### src/hw/rtl/lfsp_pkg.sv
// Shared types, constants and helper functions for the line-follow steering PID core.
// It has no dependencies. The sequencer, the multiplier and the top level import it.
package lfsp_pkg;

  localparam int SENSOR_W = 8;
  localparam int SPEED_W  = 10;
  localparam int MODE_W   = 2;
  localparam int GAIN_W   = 8;
  localparam int LIMIT_W  = 15;
  localparam int DRIVE_W  = 13;
  localparam int ERR_W    = 5;
  localparam int INTEG_W  = 16;
  localparam int DIFF_W   = 6;
  localparam int ACC_W    = 30;
  localparam int MUL_W    = 18;
  localparam int PROD_W   = 2 * MUL_W;
  localparam int X_W      = 15;
  localparam int CFG_IDX_W = 2;
  localparam int CFG_DATA_W = 15;

  localparam logic [LIMIT_W-1:0] LIMIT_RESET = 15'd1000;
  localparam logic [15:0] RECIP_5 = 16'd52429;
  localparam logic [X_W-1:0] X_CLAMP = 15'd20485;
  localparam logic [DRIVE_W-1:0] DRIVE_POS_MAX = 13'd4095;
  localparam logic [DRIVE_W-1:0] DRIVE_NEG_MAG = 13'd4096;

  localparam logic [MODE_W-1:0] MODE_OFF   = 2'd0;
  localparam logic [MODE_W-1:0] MODE_QUICK = 2'd1;
  localparam logic [MODE_W-1:0] MODE_CURVE = 2'd2;
  localparam logic [MODE_W-1:0] MODE_SLOW  = 2'd3;

  localparam logic [CFG_IDX_W-1:0] REG_IGAIN  = 2'd0;
  localparam logic [CFG_IDX_W-1:0] REG_DGAIN  = 2'd1;
  localparam logic [CFG_IDX_W-1:0] REG_ILIMIT = 2'd2;

  typedef enum logic [3:0] {
    ST_IDLE, ST_MUL_P, ST_MUL_I, ST_MUL_D, ST_SUM,
    ST_NUM_L, ST_ABS_L, ST_MUL_L, ST_NUM_R, ST_ABS_R, ST_MUL_R, ST_FIN
  } state_t;

  typedef enum logic [1:0] {MS_PROP, MS_INTEG, MS_DERIV, MS_RECIP} mul_sel_t;

  typedef enum logic [1:0] {ACC_HOLD, ACC_LOAD, ACC_ADD} acc_op_t;

  typedef struct packed {
    logic     in_ready;
    logic     mul_en;
    mul_sel_t mul_sel;
    acc_op_t  acc_op;
    logic     num_load;
    logic     num_right;
    logic     abs_load;
    logic     left_load;
    logic     out_load;
  } ctrl_t;

  function automatic logic signed [ERR_W-1:0] map_error(
    input logic [SENSOR_W-1:0] s,
    input logic [MODE_W-1:0] mode
  );
    logic curve;
    curve = (mode == MODE_CURVE);
    if (!s[3] && !s[4]) return 5'sd0;
    if (s[3] && !s[4]) return -5'sd1;
    if (!s[3] && s[4]) return 5'sd1;
    if (!s[4] && !s[5]) return -5'sd2;
    if (!s[2] && !s[3]) return 5'sd2;
    if (mode == MODE_SLOW) return 5'sd0;
    if (s[4] && !s[5]) return -5'sd3;
    if (!s[2] && s[3]) return 5'sd3;
    if (!s[5] && !s[6]) return -5'sd4;
    if (!s[1] && !s[2]) return 5'sd4;
    if (s[5] && !s[6]) return curve ? -5'sd6 : -5'sd5;
    if (!s[1] && s[2]) return curve ? 5'sd6 : 5'sd5;
    if (!s[6] && !s[7]) return curve ? -5'sd7 : -5'sd6;
    if (!s[0] && !s[1]) return curve ? 5'sd7 : 5'sd6;
    if (s[6] && !s[7]) return curve ? -5'sd9 : -5'sd7;
    if (!s[0] && s[1]) return curve ? 5'sd9 : 5'sd7;
    return 5'sd0;
  endfunction

  function automatic logic [DRIVE_W-1:0] sat_drive(
    input logic [DRIVE_W-1:0] q,
    input logic neg
  );
    if (neg) begin
      if (q > DRIVE_NEG_MAG) return DRIVE_NEG_MAG;
      return -q;
    end
    if (q > DRIVE_POS_MAX) return DRIVE_POS_MAX;
    return q;
  endfunction

endpackage

### src/hw/rtl/lfsp_mult.sv
// Shared signed multiplier with a registered product for the steering core.
// It depends on lfsp_pkg for operand and product widths.
module lfsp_mult
  import lfsp_pkg::*;
(
  input  logic                     clk,
  input  logic                     en,
  input  logic signed [MUL_W-1:0]  a,
  input  logic signed [MUL_W-1:0]  b,
  output logic signed [PROD_W-1:0] prod
);

  always_ff @(posedge clk) begin
    if (en) begin
      prod <= a * b;
    end
  end

endmodule

### src/hw/rtl/lfsp_ctrl.sv
// Sequencer that steps the shared multiplier and accumulator through one word.
// It depends on lfsp_pkg for the state enum and the control struct.
module lfsp_ctrl
  import lfsp_pkg::*;
(
  input  logic  clk,
  input  logic  rst,
  input  logic  in_valid,
  input  logic  out_free,
  output ctrl_t ctrl
);

  state_t state, state_next;

  always_ff @(posedge clk) begin
    if (rst) begin
      state <= ST_IDLE;
    end else begin
      state <= state_next;
    end
  end

  always_comb begin
    state_next     = state;
    ctrl           = '0;
    ctrl.mul_sel   = MS_PROP;
    ctrl.acc_op    = ACC_HOLD;
    unique case (state)
      ST_IDLE: begin
        ctrl.in_ready = 1'b1;
        if (in_valid) state_next = ST_MUL_P;
      end
      ST_MUL_P: begin
        ctrl.mul_en  = 1'b1;
        ctrl.mul_sel = MS_PROP;
        state_next   = ST_MUL_I;
      end
      ST_MUL_I: begin
        ctrl.acc_op  = ACC_LOAD;
        ctrl.mul_en  = 1'b1;
        ctrl.mul_sel = MS_INTEG;
        state_next   = ST_MUL_D;
      end
      ST_MUL_D: begin
        ctrl.acc_op  = ACC_ADD;
        ctrl.mul_en  = 1'b1;
        ctrl.mul_sel = MS_DERIV;
        state_next   = ST_SUM;
      end
      ST_SUM: begin
        ctrl.acc_op = ACC_ADD;
        state_next  = ST_NUM_L;
      end
      ST_NUM_L: begin
        ctrl.num_load = 1'b1;
        state_next    = ST_ABS_L;
      end
      ST_ABS_L: begin
        ctrl.abs_load = 1'b1;
        state_next    = ST_MUL_L;
      end
      ST_MUL_L: begin
        ctrl.mul_en  = 1'b1;
        ctrl.mul_sel = MS_RECIP;
        state_next   = ST_NUM_R;
      end
      ST_NUM_R: begin
        ctrl.left_load = 1'b1;
        ctrl.num_load  = 1'b1;
        ctrl.num_right = 1'b1;
        state_next     = ST_ABS_R;
      end
      ST_ABS_R: begin
        ctrl.abs_load = 1'b1;
        state_next    = ST_MUL_R;
      end
      ST_MUL_R: begin
        ctrl.mul_en  = 1'b1;
        ctrl.mul_sel = MS_RECIP;
        state_next   = ST_FIN;
      end
      ST_FIN: begin
        if (out_free) begin
          ctrl.out_load = 1'b1;
          state_next    = ST_IDLE;
        end
      end
      default: begin
        state_next = ST_IDLE;
      end
    endcase
  end

endmodule

### src/hw/rtl/line_follow_steering_pid_core.sv
// Top level of the line-follow steering PID core: datapath, state and configuration.
// It depends on lfsp_pkg, lfsp_ctrl and lfsp_mult.
//
// Usage:
//   The slave stream (s_tvalid, s_tready, s_tdata, s_tuser) takes one word per
//   control step: the sensor vector and the base speed in s_tdata, the mode in
//   s_tuser. The master stream (m_tvalid, m_tready, m_tdata) returns one word
//   per input word with both wheel drives and the mapped line error.
//   The sequencer runs three products and two reciprocal divisions by 10240
//   through the one shared multiplier and takes a new word only once the last
//   word's result is loaded into the output register.
//   The result sits in an output register, so the next word is accepted while a
//   finished result still waits; if the receiver stalls longer, the sequencer
//   holds the second result in its last step and s_tready stays low.
//   The configuration port writes one register per cycle with cfg_we high; the
//   user must use it only while the core is idle, as the core does not enforce it.
//   Reset clears the stored error history, the gains to zero, the integral
//   limit to 1000 and drops any pending output word.
module line_follow_steering_pid_core
  import lfsp_pkg::*;
(
  input  logic                  clk,
  input  logic                  rst,
  input  logic                  s_tvalid,
  output logic                  s_tready,
  // Fields from bit 0: line_sensors[7:0], base_speed[17:8], zero fill to 24 bits.
  input  logic [23:0]           s_tdata,
  // Fields from bit 0: mode[1:0].
  input  logic [MODE_W-1:0]     s_tuser,
  output logic                  m_tvalid,
  input  logic                  m_tready,
  // Fields from bit 0: left_drive[12:0], right_drive[25:13], line_error[30:26], zero.
  output logic [31:0]           m_tdata,
  input  logic                  cfg_we,
  input  logic [CFG_IDX_W-1:0]  cfg_index,
  input  logic [CFG_DATA_W-1:0] cfg_data
);

  ctrl_t ctrl;
  logic  out_free;
  logic  in_fire;

  logic [GAIN_W-1:0]  integral_gain;
  logic [GAIN_W-1:0]  derivative_gain;
  logic [LIMIT_W-1:0] integral_limit;

  logic signed [ERR_W-1:0]   previous_error;
  logic signed [INTEG_W-1:0] error_integral;

  logic [SPEED_W-1:0]        speed;
  logic [MODE_W-1:0]         mode;
  logic signed [ERR_W-1:0]   err;
  logic signed [INTEG_W-1:0] sum;
  logic signed [DIFF_W-1:0]  diff;
  logic signed [ACC_W-1:0]   acc;
  logic signed [ACC_W-1:0]   num;
  logic [X_W-1:0]            x;
  logic                      neg;
  logic [DRIVE_W-1:0]        left;

  logic signed [ERR_W-1:0]   err_in;
  logic signed [INTEG_W:0]   sum_raw;
  logic signed [INTEG_W:0]   sum_clamped;
  logic signed [MUL_W-1:0]   mul_a;
  logic signed [MUL_W-1:0]   mul_b;
  logic signed [PROD_W-1:0]  prod;
  logic signed [ACC_W-1:0]   prod_low;
  logic [DRIVE_W-1:0]        kp_speed;
  logic signed [ACC_W-1:0]   speed_scaled;
  logic [ACC_W-1:0]          mag;
  logic [ACC_W-12:0]         x_raw;
  logic [DRIVE_W-1:0]        q;

  assign in_fire  = s_tvalid && s_tready;
  assign out_free = !m_tvalid || m_tready;
  assign s_tready = ctrl.in_ready;

  lfsp_ctrl u_ctrl (
    .clk      (clk),
    .rst      (rst),
    .in_valid (s_tvalid),
    .out_free (out_free),
    .ctrl     (ctrl)
  );

  lfsp_mult u_mult (
    .clk  (clk),
    .en   (ctrl.mul_en),
    .a    (mul_a),
    .b    (mul_b),
    .prod (prod)
  );

  always_ff @(posedge clk) begin
    if (rst) begin
      integral_gain   <= '0;
      derivative_gain <= '0;
      integral_limit  <= LIMIT_RESET;
    end else if (cfg_we) begin
      case (cfg_index)
        REG_IGAIN:  integral_gain   <= cfg_data[GAIN_W-1:0];
        REG_DGAIN:  derivative_gain <= cfg_data[GAIN_W-1:0];
        REG_ILIMIT: integral_limit  <= cfg_data[LIMIT_W-1:0];
        default: ;
      endcase
    end
  end

  always_comb begin
    err_in  = map_error(s_tdata[7:0], s_tuser);
    sum_raw = {error_integral[INTEG_W-1], error_integral}
            + {{(INTEG_W+1-ERR_W){err_in[ERR_W-1]}}, err_in};
    if (sum_raw >= $signed({2'b00, integral_limit})) begin
      sum_clamped = $signed({2'b00, integral_limit});
    end else if (sum_raw < -17'sd32768) begin
      sum_clamped = -17'sd32768;
    end else begin
      sum_clamped = sum_raw;
    end
  end

  always_ff @(posedge clk) begin
    if (rst) begin
      previous_error <= '0;
      error_integral <= '0;
    end else if (in_fire) begin
      if (s_tuser == MODE_OFF) begin
        previous_error <= '0;
        error_integral <= '0;
      end else begin
        previous_error <= err_in;
        error_integral <= sum_clamped[INTEG_W-1:0];
      end
    end
  end

  always_ff @(posedge clk) begin
    if (in_fire) begin
      speed <= s_tdata[17:8];
      mode  <= s_tuser;
      if (s_tuser == MODE_OFF) begin
        err  <= '0;
        sum  <= '0;
        diff <= '0;
      end else begin
        err  <= err_in;
        sum  <= sum_clamped[INTEG_W-1:0];
        diff <= {err_in[ERR_W-1], err_in} - {previous_error[ERR_W-1], previous_error};
      end
    end
  end

  assign kp_speed = (mode == MODE_CURVE)
                  ? ({1'b0, speed, 2'b00} + {3'b000, speed})
                  : ({2'b00, speed, 1'b0} + {3'b000, speed});

  always_comb begin
    case (ctrl.mul_sel)
      MS_PROP: begin
        mul_a = {{(MUL_W-DRIVE_W){1'b0}}, kp_speed};
        mul_b = {{(MUL_W-ERR_W){err[ERR_W-1]}}, err};
      end
      MS_INTEG: begin
        mul_a = {{(MUL_W-GAIN_W){1'b0}}, integral_gain};
        mul_b = {{(MUL_W-INTEG_W){sum[INTEG_W-1]}}, sum};
      end
      MS_DERIV: begin
        mul_a = {{(MUL_W-GAIN_W){1'b0}}, derivative_gain};
        mul_b = {{(MUL_W-DIFF_W){diff[DIFF_W-1]}}, diff};
      end
      default: begin
        mul_a = {{(MUL_W-X_W){1'b0}}, x};
        mul_b = {2'b00, RECIP_5};
      end
    endcase
  end

  assign prod_low     = prod[ACC_W-1:0];
  assign speed_scaled = $signed({7'd0, speed, 13'd0}) + $signed({9'd0, speed, 11'd0});
  assign mag          = num[ACC_W-1] ? ACC_W'(-num) : ACC_W'(num);
  assign x_raw        = mag[ACC_W-1:11];
  assign q            = prod[30:18];

  always_ff @(posedge clk) begin
    case (ctrl.acc_op)
      ACC_LOAD: acc <= prod_low <<< 9;
      ACC_ADD:  acc <= acc + (prod_low <<< 4) + (prod_low <<< 2);
      default: ;
    endcase
    if (ctrl.num_load) begin
      num <= ctrl.num_right ? (speed_scaled + acc) : (speed_scaled - acc);
    end
    if (ctrl.abs_load) begin
      neg <= num[ACC_W-1];
      x   <= (x_raw > {4'd0, X_CLAMP}) ? X_CLAMP : x_raw[X_W-1:0];
    end
    if (ctrl.left_load) begin
      left <= sat_drive(q, neg);
    end
  end

  always_ff @(posedge clk) begin
    if (rst) begin
      m_tvalid <= 1'b0;
    end else if (ctrl.out_load) begin
      m_tvalid <= 1'b1;
    end else if (m_tready) begin
      m_tvalid <= 1'b0;
    end
  end

  always_ff @(posedge clk) begin
    if (ctrl.out_load) begin
      m_tdata <= {1'b0, err, sat_drive(q, neg), left};
    end
  end

endmodule

### config.mk
export PLATFORM = sky130hd
export DESIGN_NAME = line_follow_steering_pid_core
export DESIGN_NICKNAME = d
export VERILOG_FILES = /design/src/hw/rtl/lfsp_pkg.sv /design/src/hw/rtl/lfsp_mult.sv /design/src/hw/rtl/lfsp_ctrl.sv /design/src/hw/rtl/line_follow_steering_pid_core.sv
export SDC_FILE = /design/constraint.sdc
export NUM_CORES = 1
export LEC_CHECK = 0
export ABC_AREA = 1
export BUFFER_PORTS_ARGS = -buffer_cell sky130_fd_sc_hd__clkbuf_2
export CORE_ASPECT_RATIO = 0.5
export CORE_MARGIN = 2
export CORE_UTILIZATION = 50
export CTS_BUF_LIST = sky130_fd_sc_hd__clkbuf_2
export DETAILED_ROUTE_END_ITERATION = 10
export PLACE_DENSITY_LB_ADDON = 0.1
export SETUP_SLACK_MARGIN = 0.1
export SLEW_MARGIN = 30
export SYNTH_ARGS = -nofsm -noshare
export SYNTH_HDL_FRONTEND = slang
export SYNTH_HIERARCHICAL = 1
export SYNTH_SLANG_ARGS = --single-unit
export TNS_END_PERCENT = 30
### constraint.sdc
create_clock -name clk -period 18.9 [get_ports clk]
set_input_delay 4.725 -clock clk [delete_from_list [all_inputs] [get_ports clk]]
set_output_delay 4.725 -clock clk [all_outputs]
set_load 0.01 [all_outputs]
---- Yosys cells after proc, flatten, opt, wreduce, memory -nomap -nowiden ----
Index checks and enable logic that the tools add are counted.
cells by class
  $lt $le $gt $ge ......................... 5
  add/subtract/negate cells ............... 11
  reductions and logical operators ........ 40
  eq/ne operators ......................... 22
  multipliers ............................. 1
  muxes and demuxes ....................... 253
operators with widths
  operator                                                                            number
  5-bit two-way mux                                                                   66
  1-bit two-way mux                                                                   158
  13-bit two-way mux                                                                  12
  30-bit adder                                                                        2
  30-bit two-way mux                                                                  2
  30-bit case mux with 2 select lines                                                 1
  18-bit case mux with 3 select lines                                                 1
  16-bit two-way mux                                                                  3
  4-bit case mux with 12 select lines                                                 1
  15-bit case mux with 3 select lines                                                 1
  16-bit by 18-bit multiplier with 31-bit output                                      1
  25-bit by 30-bit adder with 30-bit output                                           1
  30-bit negator                                                                      1
  25-bit by 30-bit subtractor with 30-bit output                                      1
  23-bit by 21-bit adder with 24-bit output                                           1
  19-bit by 15-bit greater-than comparator with 1-bit output (second input constant)  1
  16-bit by 5-bit adder with 17-bit output                                            1
  17-bit by 16-bit >= comparator with 1-bit output                                    1
  17-bit by 16-bit < comparator with 1-bit output (second input constant)             1
  4-bit by 3-bit equality test with 1-bit output (second input constant)              4
  4-bit equality test (second input constant)                                         4
  1-bit logical AND                                                                   16
  4-bit two-way mux                                                                   4
  12-bit by 10-bit adder with 13-bit output                                           1
  20 further kinds                                                                    47
word-level totals
  register bits after elaboration ......... 247
  logic and storage cells ................. 351

---- Depth between registers and ports, before layout ----
Gate-level depths: netlist of run 1.
  word-level depth ........................ 144
  mapped depth ............................ 41
  gate-level depth less buffers ........... 39

---- Hierarchy ----
The synthesis of run 1 kept the hierarchy.
modules (own cells, without submodules)
  module                         instances  area each (sq um)  sequential area each (sq um)  cells an instance
  line_follow_steering_pid_core  1          15,372.2           5,715.5                       1,977
  lfsp_mult                      1          14,501.4           1,081.0                       1,864
  lfsp_ctrl                      1          311.5              80.1                          50

---- Worst setup path before layout of run 1 ----
No wires, ideal clock.
  kind .................................... input -> register
  from .................................... input port s_tdata[6]
  to ...................................... register sum[11], data pin
  stages .................................. 25
  buffers on the path ..................... 2
  setup slack ............................. 10,338 ps
  data arrival time ....................... 8,310 ps
  cells stage by stage .................... clkbuf_1 nor2_1 inv_1 a21oi_1 inv_1 a21oi_1 o21ai_0 a21oi_1 ha_1 a21oi_1 o21ai_0 a21oi_1 nand2_1 nand2_1 nand2_1 ha_1 a21oi_1 o21ai_0 a41oi_1 nand3_4 nand2_2 buf_6 nand2_1 nand3_1 inv_1
on the way
  cells in the longest elaborated chain, start to end .. 61
  elaborated cells between the ends (all ways) .. 113
  classes of those cells .................. add/sub (1); order compare (2); mux (105); reduce/logical (5)
RTL lines
  what                                             line                                            text
  start: declaration                               line_follow_steering_pid_core.sv:27             input logic [23:0] s_tdata,
  1-bit zero test                                  lfsp_pkg.sv:71, lfsp_pkg.sv:73, lfsp_pkg.sv:75
  1-bit logical AND                                lfsp_pkg.sv:71                                  if (!s[5] && !s[6]) return -5'sd4;
  5-bit two-way mux                                lfsp_pkg.sv:71
  5-bit two-way mux                                lfsp_pkg.sv:72                                  if (!s[1] && !s[2]) return 5'sd4;
  5-bit two-way mux (9 in a row)                   --
  5-bit two-way mux (2 in a row)                   lfsp_pkg.sv:73                                  if (s[5] && !s[6]) return curve ? -5'sd6 : -5'sd5;
  5-bit two-way mux                                lfsp_pkg.sv:72
  5-bit two-way mux                                lfsp_pkg.sv:71
  [36 not listed]                                  --
  5-bit two-way mux (*)                            lfsp_pkg.sv:66                                  if (!s[4] && !s[5]) return -5'sd2;
  5-bit two-way mux (*)                            lfsp_pkg.sv:65                                  if (!s[3] && s[4]) return 5'sd1;
  5-bit two-way mux (*)                            lfsp_pkg.sv:64                                  if (s[3] && !s[4]) return -5'sd1;
  16-bit by 5-bit adder with 17-bit output (*)     line_follow_steering_pid_core.sv:112            + {{(INTEG_W+1-ERR_W){err_in[ERR_W-1]}}, err_in};
  17-bit by 16-bit < comparator with 1-bit output  line_follow_steering_pid_core.sv:115            end else if (sum_raw < -17'sd32768) begin
  16-bit two-way mux                               line_follow_steering_pid_core.sv:115
  16-bit two-way mux (*)                           line_follow_steering_pid_core.sv:113            if (sum_raw >= $signed({2'b00, integral_limit})) begin
  16-bit two-way mux (*)                           --
  end signal: assignment                           line_follow_steering_pid_core.sv:147            sum <= sum_clamped[INTEG_W-1:0];
  end: declaration                                 line_follow_steering_pid_core.sv:53             logic signed [INTEG_W-1:0] sum;
Every way passes the cells marked *; elsewhere a longest branch is shown, timed or not. The select of a mux whose other input is x is not followed.
A chain may end at the register's enable or synchronous reset.

==> impl_metrics.py, run 1 <==
metrics = {
    "sta": {
        "postLayoutSetupSlackWorst_ps": 10020,
        "timing.final.crit_share_pct": 46.98,
        "slew_viol_final": 0,
        "hold_viol_final": 0,
        "finalCriticalPeriod_ps": 8880,
        "maxSlewHeadroom_pct": 34.92,
        "tns_ps": 0,
        "tightest_slew_ps": 973.5,
        "setup_viol": 0,
        "rsz0062_at_grt": "false",
        "skew_ps": 216.8,
        "fmax_mhz": 112.6,
    },
    "floorplan": {
        "die_width_um": 341.5,
        "core.rowCount": 61,
        "io_pins": 82,
        "dieArea_um2": 58980,
        "die_h_um": 172.7,
        "start_util_pct": 50.96,
        "core_um2": 55870,
    },
    "critical_path": {
        "reg2reg_from": "u_ctrl/state[2]$_SDFFE_PP0P_",
        "cp_slowest_cell": "inv_1",
        "required_ps": 19640,
        "timing.rr.end": "u_mult/prod[30]$_DFFE_PP_",
        "cp-start-kind": "flop",
        "cp_common_cell": "inv_1",
        "crit_path_max_incr_delay_ps": 610,
        "arrival_ps": 9620,
        "ff2ff_setup_slack_ps": 10020,
        "path_class": "flop to flop",
        "rr_worst_depth": 33,
        "worstPathMaxFanout": 18,
        "endpoint_kind": "flop",
    },
    "global_routing": {
        "grt_pass1_vias": 22854,
        "grt_max_degree": 71,
        "antenna_found_initial": 1,
        "grt_remaining_overflow": 0,
        "grt_pass1_wl_mm": 120.1,
        "grt_use_total_pct": 25.51,
    },
    "routing": {
        "totalWireLength_mm": 73.11,
        "ant_nets": 0,
        "wl_per_cell_um": 16.26,
        "first_iter_violations": 1634,
        "drtPass1Iterations": 7,
        "vias": 23122,
        "viasPerCell": 5.142,
        "drc_errors": 0,
    },
    "clocking": {
        "cts_max_level": 2,
        "post_cts_buffers": 0,
        "clk_latency_ps": 1030,
        "clock-sinks": 243,
        "cts_resized": 0,
        "cts_tree": "yes",
        "path_clk_slew_ps": 120,
        "cts_buffers": 58,
        "cts_hold_buffers": 0,
        "cts_buffer_depth": 3,
        "clockRootBuffer": "clkbuf_2",
    },
    "yosys": {
        "synth_cells": 3648,
        "netlist_area_um2": 28470,
        "postSynthAreaPerCell_um2": 7.805,
        "yosysWarnings": 6,
    },
    "cells_and_area": {
        "area_growth_pct": 5.976,
        "stdcell_area_um2": 30170,
        "drive_above_1_share_pct": 7.968,
        "fin_nets": 4272,
        "filler_cell_count": 5454,
        "instances_no_fill": 4497,
    },
    "outcome": {
        "outcome": "finished, final reports clean",
    },
    "placed_design": {
        "dpl-instance-area_um2": 29570,
        "gp_congestion": 0.9043,
        "pre_cts_slack_ps": 9533,
        "io_buffers": 74,
        "dp_cells": 4392,
        "hpwl_mm": 58.05,
    },
    "hold_path": {
        "hp-start": "err[1]$_DFFE_PP_",
        "whs_endpoint": "m_tdata[27]$_DFFE_PP_",
        "hold_class": "flop to flop",
        "hold_depth": 0,
    },
    "run": {
        "cap_violations": 0,
    },
}
## cells in the final DEF, fill, tap and decap left out, types with 22 or more instances in the layout
master	instances
nand2_1	871
inv_1	834
fa_1	327
nor2_1	222
ha_1	201
edfxtp_1	186
a21oi_1	171
o21ai_0	158
nand3_1	154
clkbuf_2	152
xor2_1	68
dfxtp_1	57
nand4_1	28
nor2_2	26
buf_4	26
nand2_2	25
nor3_1	22
## routing by layer
metal / global-route usage, % / vias up / wire, um
met2: 39.66 / 633 / 31960
met5: 0 / - / 0
met4: 3.928 / 0 / 878
met3: 3.870 / 77 / 4808
met1: 38.32 / 11082 / 35460
li1: - / 11330 / -
## flip-flops by register name, indices dropped and copies added, names as in the netlist
| register | count |
|---|---|
| num | 28 |
| error_integral | 16 |
| previous_error | 5 |
| sum | 16 |
| integral_limit | 15 |
| speed | 10 |
| derivative_gain | 8 |
| u_mult/prod | 31 |
| u_ctrl/state | 4 |
| neg | 1 |
| left | 13 |
| acc | 28 |
| err | 5 |
| diff | 6 |
| mode | 2 |
| m_tdata | 31 |
| integral_gain | 8 |
| x | 15 |
| m_tvalid | 1 |
## critical path: cells and delay by family (launching register included)
kind                     cells  cell delay [ps]
AO/OA/AOI/OAI                4              870
buffers and inverters       10             1440
AND/OR/NAND/NOR             12             2350
flip-flops                   1              430
adder cells (fa/ha/maj)      7             3500
## worst max path at each step
stage | startpoint | to
finish | u_ctrl/state[2]$_SDFFE_PP0P_ | u_mult/prod[30]$_DFFE_PP_
global route | u_ctrl/state[2]$_SDFFE_PP0P_ | u_mult/prod[30]$_DFFE_PP_
CTS | u_ctrl/state[2]$_SDFFE_PP0P_ | u_mult/prod[30]$_DFFE_PP_
detailed placement | s_tdata[1] | sum[13]$_DFFE_PP_
global placement | s_tdata[1] | sum[13]$_DFFE_PP_
floorplan | s_tdata[6] | sum[11]$_DFFE_PP_
## layout make-up
class | count | area [um^2] | area share (%)
antenna | 1 | 2.502 | 0.008293
clock buffer | 78 | 390.4 | 1.294
clock inverter | 26 | 188.9 | 0.6261
inverter | 843 | 3167 | 10.50
multi-input combinational | 2449 | 18170 | 60.23
sequential | 243 | 6726 | 22.29
tap | 756 | 945.9 | 3.135
timing repair buffer | 101 | 580.6 | 1.924
## through the flow
stage / util, % / hold WS [ps]
2_1_floorplan: - / 400.3
3_3_place_gp: 52.88 / 400.4
3_5_place_dp: 52.92 / 404.5
4_1_cts: 53.96 / 323.3
5_1_grt: 54.01 / 317.8
6_report: 54.01 / 338.4
Power of run 1 is not shown: default switching activity piles up to over one toggle a cycle in this logic, so the estimate is an artifact.
==> inputs of run 2 (changes only) <==
Settings changed: ABC_AREA 1 to 0.
Clock period 18.9 ns to 8.3 ns, I/O delays scaled along.
==> run 2 against run 1 <==
Utilization rose by 2.6 points. Clock skew is 120 ps lower. Synthesized area is 5.7% lower. Global-route usage decreased by 0.85 points. Critical path depth shrank 1. Maximum frequency grew 10%. Die area down 5.6%. Count of clock-buffer cells in the layout increased by 2. Worst setup slack worse by 9800 ps. First-iteration DRC count decreased by 15%.
==> impl_metrics.py, run 2 <==
metrics = {
    "clocking": {
        "path_clk_slew_ps": 120,
        "cts_hold_buffers": 0,
        "cts_max_level": 2,
        "clock-sinks": 243,
        "cts_buffers": 59,
        "clockRootBuffer": "clkbuf_2",
        "cts_buffer_depth": 3,
        "cts_tree": "yes",
        "clk_latency_ps": 1020,
    },
    "cells_and_area": {
        "area_growth_pct": 10.63,
        "layout_common_cells": "439 x inv_1, 322 x fa_1, 277 x nand2_1, 193 x ha_1, 186 x edfxtp_1",
        "reg_top3": "m_tdata x31, u_mult/prod x31",
        "drive_above_1_share_pct": 13.03,
        "fin_nets": 3574,
        "final_common_cell": "inv_1",
    },
    "floorplan": {
        "core_um2": 52490,
        "die_width_um": 331.8,
        "dieArea_um2": 55710,
        "die_h_um": 167.9,
        "io_pins": 82,
        "core.rowCount": 59,
        "start_util_pct": 51.18,
    },
    "placed_design": {
        "gp_congestion": 0.8870,
        "pre_cts_slack_ps": -158.5,
        "io_buffers": 74,
        "hpwl_mm": 52.00,
    },
    "critical_path": {
        "cp_common_cell": "fa_1",
        "endpoint_kind": "flop",
        "cp-start-kind": "flop",
        "ff2ff_setup_slack_ps": 230,
        "crit_start": "speed[0]$_DFFE_PP_",
        "cp_slowest_cell": "fa_1",
        "crit_path_end": "u_mult/prod[30]$_DFFE_PP_",
        "crit_path_max_incr_delay_ps": 540,
        "timing.rr.end": "u_mult/prod[30]$_DFFE_PP_",
        "rr_worst_depth": 32,
        "reg2reg_from": "speed[0]$_DFFE_PP_",
        "required_ps": 8990,
        "path_class": "flop to flop",
        "worstPathMaxFanout": 6,
        "arrival_ps": 8750,
    },
    "routing": {
        "drtPass1Iterations": 7,
        "totalWireLength_mm": 66.65,
        "drc_errors": 0,
        "ant_nets": 0,
        "vias": 20399,
        "wl_per_cell_um": 17.78,
        "viasPerCell": 5.441,
        "first_iter_violations": 1385,
    },
    "global_routing": {
        "grt_pass1_wl_mm": 109.7,
        "grt_pass1_vias": 20578,
        "grt_max_degree": 45,
        "antenna_found_initial": 1,
        "grt_remaining_overflow": 0,
        "grt_use_total_pct": 24.66,
    },
    "yosys": {
        "synth_cells": 2825,
        "yosysWarnings": 6,
        "netlist_area_um2": 26860,
        "postSynthAreaPerCell_um2": 9.509,
    },
    "sta": {
        "hold_viol_final": 0,
        "finalCriticalPeriod_ps": 8067,
        "postLayoutSetupSlackWorst_ps": 232.9,
        "rsz0062_at_grt": "true",
        "setup_viol": 0,
        "maxSlewHeadroom_pct": 43.68,
        "skew_ps": 97.75,
        "fmax_mhz": 124.0,
        "tns_ps": 0,
        "timing.final.crit_share_pct": 97.19,
        "slew_viol_final": 0,
        "tightest_slew_ps": 844.9,
    },
    "run": {
        "cap_violations": 0,
    },
    "hold_path": {
        "hold_class": "flop to flop",
    },
    "outcome": {
        "outcome": "finished, final reports clean",
    },
}
## run 2: how the worst min path moves through the flow
stage | cells past startpoint | start | to | slack (ps)
after floorplan | 0 | left[0]$_DFFE_PP_ | m_tdata[0]$_DFFE_PP_ | 400
after global placement | 0 | left[10]$_DFFE_PP_ | m_tdata[10]$_DFFE_PP_ | 400
after detailed placement | 0 | left[4]$_DFFE_PP_ | m_tdata[4]$_DFFE_PP_ | 410
after CTS | 0 | left[12]$_DFFE_PP_ | m_tdata[12]$_DFFE_PP_ | 430
after global routing | 0 | left[7]$_DFFE_PP_ | m_tdata[7]$_DFFE_PP_ | 430
final | 0 | left[7]$_DFFE_PP_ | m_tdata[7]$_DFFE_PP_ | 430
## run 2: timing repair
action                                  CTS  global route
endpoints found under the setup margin    5            11
pin swaps                                 1            40
setup buffers                             2            11
cloned                                    0             1
resized for setup                         7            56
## run 2: layer usage
layer  routed length (um)  part of all wire [%]  GRT usage [%]
met5                    0                     0              0
met4                  799                   1.2          3.931
met3                 3785                   5.7          3.617
met2                30150                    45          39.70
met1                31920                    48          36.04
## run 2: area by class of cell
type	count	area [um^2]
clock buffer	80	400.4
inverter	442	1659
fill	4800	22770
tap	701	877.1
clock inverter	30	262.8
timing repair buffer	193	1353
multi-input combinational	2059	18440
sequential	243	6726
antenna	1	2.502
## run 2: per-stage QoR
stage          hold WS [ps]  area [um^2]  cells  util (%)
4_1_cts               429.1        29360   3736     55.94
2_1_floorplan         400.3        26950   2848         -
5_1_grt               431.4        29720   3749     56.62
3_3_place_gp          401.6        28620   3623     54.52
6_report              431.4        29720   3749     56.62
3_5_place_dp          405.6        28650   3624     54.58
## run 2: critical path: cells and delay by family, from the launching register on
family	cells	cell delay (ps)
adder cells (fa/ha/maj)	9	3790
AO/OA/AOI/OAI	12	2110
buffers and inverters	6	580
flip-flops	1	500
AND/OR/NAND/NOR	3	490
XOR/XNOR	2	320
Power of run 2 is left out for the same reason.
==> inputs of run 3 (changes only) <==
Settings changed: BUFFER_PORTS_ARGS -buffer_cell sky130_fd_sc_hd__clkbuf_2 to -buffer_cell sky130_fd_sc_hd__buf_2.
==> run 3 against run 2 <==
Clock skew about the same. Count of clock-buffer cells in the layout up 4. Final cell count about the same. Die area unchanged. Via count down 0.54%. Sequential share of layout area about the same. Register-to-register slack improved by 60 ps. Non-clock buffer count up 1. First-iteration DRC count down 14%. Global-route usage decreased by 0.12 points. Routed wire length decreased by 0.20%. Critical path type unchanged. Critical endpoint unchanged. Highest routed layer unchanged.
==> impl_metrics.py, run 3 (same netlist as run 2, synthesis figures left out) <==
metrics = {
    "clocking": {
        "path_clk_slew_ps": 110,
        "cts_max_level": 2,
        "clockRootBuffer": "clkbuf_2",
        "cts_tree": "yes",
        "clock-sinks": 243,
        "cts_buffer_depth": 3,
        "cts_buffers": 58,
        "clk_latency_ps": 1020,
    },
    "floorplan": {
        "start_util_pct": 51.18,
        "core.rowCount": 59,
        "die_h_um": 167.9,
        "die_width_um": 331.8,
        "dieArea_um2": 55710,
        "core_um2": 52490,
        "io_pins": 82,
    },
    "critical_path": {
        "arrival_ps": 8730,
        "path_class": "flop to flop",
        "required_ps": 9020,
        "cp_slowest_cell": "fa_1",
        "endpoint_kind": "flop",
        "crit_path_max_incr_delay_ps": 550,
        "cp.depth": 32,
        "cp-start-kind": "flop",
        "cp_common_cell": "a21o_1",
        "worstPathMaxFanout": 5,
        "critical-path-top-delay-family": "adder cells",
        "crit_buf_inv": 5,
        "rr_worst_depth": 32,
    },
    "routing": {
        "totalWireLength_mm": 66.52,
        "first_iter_violations": 1193,
        "ant_nets": 0,
        "drc_errors": 0,
        "viasPerCell": 5.416,
        "wl_per_cell_um": 17.76,
        "vias": 20289,
        "drtPass1Iterations": 5,
    },
    "cells_and_area": {
        "filler_cell_count": 4730,
        "fin_nets": 3573,
        "reg_top3": "m_tdata x31, u_mult/prod x31",
        "drive_above_1_share_pct": 13.90,
        "layout_common_cells": "434 x inv_1, 321 x fa_1, 275 x nand2_1, 188 x ha_1, 186 x edfxtp_1",
        "final_common_cell": "inv_1",
        "area_growth_pct": 10.86,
        "stdcell_area_um2": 29780,
    },
    "sta": {
        "skew_ps": 97.54,
        "tightest_slew_ps": 831.8,
        "rsz0062_at_grt": "true",
        "maxSlewHeadroom_pct": 44.54,
        "slew_viol_final": 0,
        "setup_viol": 0,
        "finalCriticalPeriod_ps": 8010,
        "timing.final.crit_share_pct": 96.50,
        "fmax_mhz": 124.8,
        "hold_viol_final": 0,
    },
    "outcome": {
        "outcome": "finished, final reports clean",
    },
    "global_routing": {
        "grt_pass1_vias": 20477,
        "grt_pass1_wl_mm": 109.2,
        "grt_max_degree": 45,
        "antenna_found_initial": 2,
        "grt_remaining_overflow": 0,
        "grt_use_total_pct": 24.54,
    },
    "hold_path": {
        "hold_depth": 0,
        "hold_class": "flop to flop",
    },
    "placed_design": {
        "hpwl_mm": 52.01,
        "io_buffers": 74,
        "dpl-instance-area_um2": 28650,
        "gp_congestion": 0.9034,
    },
    "run": {
        "cap_violations": 0,
    },
}
run 3: cell count changes in the layout (fill, tap and decap cells not counted), moves of 6 or more:
cell and delta:
buf_2 +74, clkbuf_2 -70, clkinv_2 -7, a21oi_1 -6, a21oi_2 +6
run 3: area by class of cell:
cell class / instances / area (um^2) / area share, %
well taps: 701 / 877.1 / 2.945
clock buffers: 84 / 420.4 / 1.412
flip-flops and latches: 243 / 6726 / 22.59
repair buffers: 194 / 1348 / 4.525
diodes: 1 / 2.502 / 0.008403
clock inverters: 23 / 201.4 / 0.6764
multi-input cells: 2058 / 18550 / 62.27
inverters: 442 / 1659 / 5.571
run 3: worst paths after layout:
path                                          from                   endpoint  slack, ps
worst max-delay path            speed[0]$_DFFE_PP_  u_mult/prod[30]$_DFFE_PP_        290
worst min-delay path             left[1]$_DFFE_PP_       m_tdata[1]$_DFFE_PP_        430
worst max register to register  speed[0]$_DFFE_PP_  u_mult/prod[30]$_DFFE_PP_        290
worst min register to register   left[1]$_DFFE_PP_       m_tdata[1]$_DFFE_PP_        430
run 3: what timing repair did:
action | CTS | global route
pin swaps | 0 | 58
resized for setup | 11 | 83
setup buffers | 2 | 10
hold buffers | 0 | 0
gates cloned | 0 | 1
endpoints found under the setup margin | 6 | 12
run 3: per-stage QoR:
step | instances | TNS, ps | hold WS [ps] | setup slack, ps | util (%)
2_1_floorplan | 2848 | 0 | 400.3 | 395.8 | -
3_3_place_gp | 3624 | -0.9530 | 401.4 | -0.9006 | 54.54
3_5_place_dp | 3625 | -221.2 | 405.6 | -128.1 | 54.59
4_1_cts | 3734 | 0 | 432.6 | 96.93 | 55.92
5_1_grt | 3746 | 0 | 436.8 | 7.949 | 56.74
6_report | 3746 | 0 | 428.7 | 290.3 | 56.74
run 3: layer usage:
| layer | up-vias | wire length (um) | global-route usage (%) |
|---|---|---|---|
| li1 | 9744 | - | - |
| met1 | 10036 | 32760 | 36.46 |
| met2 | 434 | 29360 | 38.56 |
| met3 | 75 | 3290 | 3.432 |
| met4 | 0 | 1115 | 4.785 |
| met5 | - | 0 | 0 |
Power of run 3 is left out for the same reason.
